<file path="src/rtl/pcs_pkg.sv">
// shared constants and types for the piecewise constant sampler
`timescale 1ns / 1ps
package pcs_pkg;
	localparam int MAX_BINS_DEF = 1024;
	localparam int W_W = 24;
	localparam int CUM_W = 33;
	localparam int SUM_W = 34;
	localparam int POS_W = 25;
	localparam int IDX_W = 10;
	localparam logic OP_LOAD = 1'b0;
	localparam logic OP_QUERY = 1'b1;

	typedef enum logic [3:0] {
		ST_IDLE,
		ST_BLD_RD,
		ST_BLD_DIV,
		ST_BLD_WR,
		ST_Q_RD,
		ST_Q_CMP,
		ST_Q_LO,
		ST_Q_HI,
		ST_Q_DU,
		ST_Q_POS,
		ST_Q_WRD,
		ST_Q_DEN,
		ST_Q_OUT
	} state_t;

	// control between sequencer and the shared divider
	typedef struct packed {
		logic start;
		logic [5:0] bits;
	} div_ctl_t;
endpackage

</file>
<file path="src/rtl/pcs_div.sv">
// bit serial restoring divider: floor(p * 2^bits / s), one quotient bit per cycle
`timescale 1ns / 1ps
module pcs_div #(
	parameter int NW = 60
) (
	input  logic            clk,
	input  logic            arst_n,
	input  pcs_pkg::div_ctl_t ctl,
	input  logic [NW-1:0]   num,
	input  logic [NW-1:0]   den,
	output logic            done,
	output logic [NW-1:0]   quo
);
	logic [NW:0]   r_q;
	logic [NW-1:0] d_q;
	logic [5:0]    cnt_q;
	logic          run_q;
	logic [NW:0]   r2;

	assign r2 = {r_q[NW-1:0], 1'b0};

	always_ff @(posedge clk or negedge arst_n) begin
		if (!arst_n) begin
			run_q <= 1'b0;
			done <= 1'b0;
			cnt_q <= '0;
		end else begin
			if (ctl.start) begin
				done <= 1'b0;
				run_q <= 1'b1;
				cnt_q <= ctl.bits;
				d_q <= den;
				if ({1'b0, num} >= {1'b0, den}) begin
					r_q <= {1'b0, num} - {1'b0, den};
					quo <= NW'(1);
				end else begin
					r_q <= {1'b0, num};
					quo <= '0;
				end
			end else if (run_q) begin
				if (r2 >= {1'b0, d_q}) begin
					r_q <= r2 - {1'b0, d_q};
					quo <= {quo[NW-2:0], 1'b1};
				end else begin
					r_q <= r2;
					quo <= {quo[NW-2:0], 1'b0};
				end
				cnt_q <= cnt_q - 6'd1;
				done <= cnt_q == 6'd1;
				if (cnt_q == 6'd1)
					run_q <= 1'b0;
			end else begin
				done <= 1'b0;
			end
		end
	end
endmodule

</file>
<file path="config.mk">
export PLATFORM = sky130hd
export DESIGN_NAME = pcs_div
export DESIGN_NICKNAME = d
export VERILOG_FILES = /design/src/rtl/pcs_pkg.sv /design/src/rtl/pcs_div.sv
export SDC_FILE = /design/constraint.sdc
export NUM_CORES = 1
export LEC_CHECK = 0
export ABC_AREA = 0
export ABC_CLOCK_PERIOD_IN_PS = 8300
export BUFFER_PORTS_ARGS = -buffer_cell sky130_fd_sc_hd__buf_2
export CAP_MARGIN = 20
export CORE_ASPECT_RATIO = 0.5
export CORE_UTILIZATION = 45
export CTS_CLUSTER_SIZE = 24
export DETAILED_ROUTE_END_ITERATION = 8
export GPL_TIMING_DRIVEN = 0
export PLACE_DENSITY_LB_ADDON = 0.08
export SYNTH_ARGS = -nofsm -noshare
export SYNTH_HDL_FRONTEND = slang
export SYNTH_SLANG_ARGS = --single-unit
</file>
<file path="constraint.sdc">
create_clock -name clk -period 8.3 [get_ports clk]
set_clock_uncertainty 0.2 [all_clocks]
set_input_delay 2.49 -clock clk [delete_from_list [all_inputs] [get_ports clk]]
set_output_delay 2.49 -clock clk [all_outputs]
set_load 0.005 [all_outputs]
</file>
# Word-level counts from Yosys, hierarchy flattened
# Index checks and enable logic that the tools add are counted.
# op_classes
reduce_logical	3
add_sub_neg	3
eq_ne	1
n_mux	15
order_cmp	2
# ops
cell	n
$mux W60	6
$sub A60 B60 Y60	2
$ge A61 B60 Y1	1
$ge A60 B60 Y1	1
$mux W6	2
$mux W1	7
$eq A6 B1 Y1 const B	1
$sub A6 B1 Y6 const B	1
$reduce_and A2 Y1	2
$reduce_bool A2 Y1	1
# word_totals
out_inout_bits	61
ff_bits	188
in_bits	129
wordCells	30

# Depth between registers and ports, before layout
# depth
word_depth	4
mapped_depth	17
ltp_nobuf	14

# Worst setup path after synthesis
# OpenSTA, ideal clock, no wires.
# synth_timing
path_type	input -> register
start	input port ctl[6] (netlist bit)
end	register quo[0], enable pin
setup_ns	0.614
slack_ns	-0.941
arrival_ns	8.427
stages	4
n_path_buf	2
t_required_ns	7.486
cell_sequence	clkbuf_1 -> clkbuf_1 -> nor2_1 -> nor2b_1
# synth_between
elab_chain_cells	2
# synth_rtl
element	line	text
start, declared	pcs_div.sv:8	input pcs_pkg::div_ctl_t ctl,
$reduce_bool A2 Y1 (no line)	-	
$reduce_and A2 Y1 (no line)	-	
end signal, assigned	pcs_div.sv:43	quo <= {quo[NW-2:0], 1'b1};
end signal, assigned	pcs_div.sv:46	quo <= {quo[NW-2:0], 1'b0};
end, declared	pcs_div.sv:12	output logic [NW-1:0] quo
# Every way passes these cells.
# A chain may end at the register's enable or synchronous reset.

# Worst setup path after layout
# layout_timing
start	input port den[1]
end	register r_q[59] (data pin)
# layout_between
elab_chain_cells	3
elab_cells_between_ends	4
classes_between	add/sub: 1; order compare: 1; mux: 2
# layout_rtl
element	line	text
start, declared	pcs_div.sv:10	input logic [NW-1:0] den,
$sub A60 B60 Y60 or $ge A60 B60 Y1 (tied branches)	pcs_div.sv:34, pcs_div.sv:33	
$mux W60 (*)	pcs_div.sv:33	if ({1'b0, num} >= {1'b0, den}) begin
$mux W60 (*)	pcs_div.sv:28	if (ctl.start) begin
end signal, assigned	pcs_div.sv:34	r_q <= {1'b0, num} - {1'b0, den};
end signal, assigned	pcs_div.sv:37	r_q <= {1'b0, num};
end signal, assigned	pcs_div.sv:42	r_q <= r2 - {1'b0, d_q};
end, declared	pcs_div.sv:14	logic [NW:0] r_q;
# Every way passes the cells marked *; elsewhere a longest branch is shown, timed or not.

==> out/metrics.cfg <==
[sta]
finalHoldViolations = 0
rsz0062_at_grt = no
maxSlewHeadroom_pct = 31.47
fin_crit_ps = 6735
setup_viol = 0
worst_pin_slew_ps = 1014
min_period_over_period_pct = 81.15
drv_slew = 0
max_freq_mhz = 148.5

[synth]
synth_top_area_share_pct = 34.59
yosysTopAreaCell = edfxtp_1
synthTopCellsByArea = edfxtp_1 35%, ha_1 9.8%, a21oi_1 5.9%, inv_1 4.0%, a21o_1 3.6%
syn_inst = 1762
async_reset_ff_share_pct = 4.255
yosysMostFrequentCell = a21oi_1
avgSynthCellArea_sq_um = 8.868
seq_area_frac_synth_pct = 35.87
synth-seq-cells = 188
synth_area_sq_um = 15630
synthFlopType = edfxtp_1
synth_edf_count = 180
yosysWarnings = 0
synth.distinct_cells = 88
synthesis.nets = 2015
synthTopCellsByCount = 183 x a21oi_1, 180 x edfxtp_1, 167 x inv_1

[global_route]
grt_use_met2_pct = 44.94
grt_util_met3_pct = 4.991
first_global_vias = 13510
busiest_layer = met2
track_usage_pct = 28.68
antenna_found_initial = 1
grt_max_degree = 50
grt_pass1_wl_mm = 77.18
use_met1_pct = 40.43
grt_overflow_total = 0

[clock_tree]
cts_buffer_depth = 2
ctsResizeCount = 0
cts_tree = done
post-cts-setup-buffers = 0
cts-htree-levels = 4
insertion_delay_ps = 470
root_buffer = clkbuf_16
clock_sinks = 188
postCtsHoldBufs = 0
cts_made_buffers = 17
cts.clk_slew.worst_paths_ps = 80

[hold_path]
hold_path_depth = 1
worstHoldEndpoint = quo[59]$_SDFFCE_PP0P_
min_path_type = reg2reg
min_from = quo[58]$_SDFFCE_PP0P_

[worst_setup_path]
arrival_ps = 6740
rrSetupSlack_ps = 3410
critPathSlowestCell = a311oi_1
max_stage_delay_ps = 810
r2r_end = r_q[46]$_DFFE_PP_
required_ps = 8310
critPathBufInv = 2
path_class = in2reg
r2r_start = r_q[30]$_DFFE_PP_
cp_max_fo = 4
worstRegToRegCells = 13
cp-end-kind = flip-flop
cp_cell_sequence = buf_2 > inv_1 > ha_1 > nor2b_1 > o2111ai_1 > a311oi_1 > nor3b_1 > o31ai_2 > a211oi_1 > o31ai_1 > a211oi_2 > o2111a_1 > a211oi_1 > a211oi_1
crit_family = compound AO/OA/AOI/OAI gates
crit_top_cell = a211oi_1
startpoint_type = input port

[placed_design]
place_area_sq_um = 17330
hpwl_mm = 40.33
io_buffers = 189
gp_congestion = 0.9870

[routing]
ant_nets = 0
viasPerCell = 5.831
dr.pass1.iters = 6
route.detailed.drc = 0
drt_iter0_drc = 1293
wl_per_cell_um = 20.89
vias = 14320
wl_mm = 51.28

[floorplanning]
start_util_pct = 46.46
die_w_um = 265.5
die_h_um = 133.8
num_rows = 47
core_area_sq_um = 33640
io_pins = 190
die-area_sq_um = 35520

[power]
total_power_mw = 3.739
cellPowerDensity_nw_per_um2 = 208.2
leakagePower_nw = 7.864
vdd_drop_max_mv = 0.1562

[final_layout]
design_area_sq_um = 17960
regArea_sq_um = 5605
n_antenna_cell = 0
area_delta_synth_final_pct = 14.94
layout-drive-gt1-share_pct = 14.92
nets = 2230
multi_input_area_sq_um = 9032
fillers = 3315

[run]
cap_violations = 0

[run_status]
outcome = finished, final reports clean

state kept, by name, summed over array words and instances (netlist names):
name,flops
r_q,60
run_q,1
quo,60
d_q,60
done,1
cnt_q,6
metal layers:
metal  part of all wire [%]  vias up
met3                    6.7       63
met5                      0        -
met2                     44      492
met1                     47     6899
met4                    2.5        0
li1                       -     6862
through the flow:
| stage | std cells | TNS (ps) | worst slack (ps) | hold slack, ps | util [%] |
|---|---|---|---|---|---|
| after floorplan | 1762 | 0 | 1395 | 319.2 | - |
| after global placement | 2416 | -180370 | -1522 | 341.6 | 51.00 |
| after detailed placement | 2423 | 0 | 1291 | 344.3 | 51.52 |
| after CTS | 2455 | 0 | 1759 | 364.0 | 53.40 |
| after global routing | 2455 | 0 | 1509 | 395.3 | 53.40 |
| final | 2455 | 0 | 1565 | 363.8 | 53.40 |
cell usage in the layout (no fill, tap or decap), types with 8 or more instances in the layout:
| cell type | n |
|---|---|
| buf_2 | 209 |
| clkbuf_1 | 42 |
| nand3_1 | 28 |
| o31ai_1 | 12 |
| clkbuf_16 | 17 |
| ha_1 | 122 |
| inv_1 | 167 |
| o211ai_1 | 11 |
| nand2_1 | 147 |
| nor3_1 | 35 |
| edfxtp_1 | 180 |
| a211oi_1 | 47 |
| dfrtp_1 | 8 |
| xnor2_1 | 61 |
| and3_1 | 11 |
| a21oi_1 | 183 |
| o21bai_1 | 31 |
| o21a_1 | 14 |
| nand2b_1 | 8 |
| a21o_1 | 75 |
| nor2_1 | 101 |
| buf_4 | 8 |
| xor2_1 | 40 |
| nor2b_1 | 71 |
| a31oi_1 | 21 |
| mux2i_1 | 39 |
| o21ai_0 | 104 |
| and2_1 | 13 |
| nand4_1 | 30 |
worst max-delay path by stage:
stage	from	end	depth (start not counted)
2_1_floorplan	ctl[6]	quo[0]$_DFFE_PP_	4
3_3_place_gp	ctl[6]	quo[54]$_SDFFCE_PP0P_	5
3_5_place_dp	den[1]	r_q[59]$_DFFE_PP_	14
4_1_cts	den[1]	r_q[59]$_DFFE_PP_	14
5_1_grt	den[1]	r_q[59]$_DFFE_PP_	14
6_report	den[1]	r_q[59]$_DFFE_PP_	14
power breakdown:
part	total, mW	switching, mW	internal, mW
combinational	1.60	0.982	0.620
sequential	1.24	0.0607	1.18
clock	0.898	0.478	0.420
cells by family after synthesis:
kind of cell	synth area share, %
AOI/OAI and AO/OA	24.20
DFF	35.87
buffers and inverters	6.390
and+or+nand+nor	15.07
muxes	2.786
adders and majority gates	10.02
xor gates and xnor gates	5.661
layout make-up:
type	count	share of cell area, %
multi-input cells	1329	50.29
well taps	465	3.239
flip-flops and latches	188	31.21
clock inverters	15	1.149
clock buffers	17	2.369
repair buffers	196	6.186
inverters	168	3.511
plain buffers	77	2.048
Power figures use the tool's default switching activity.
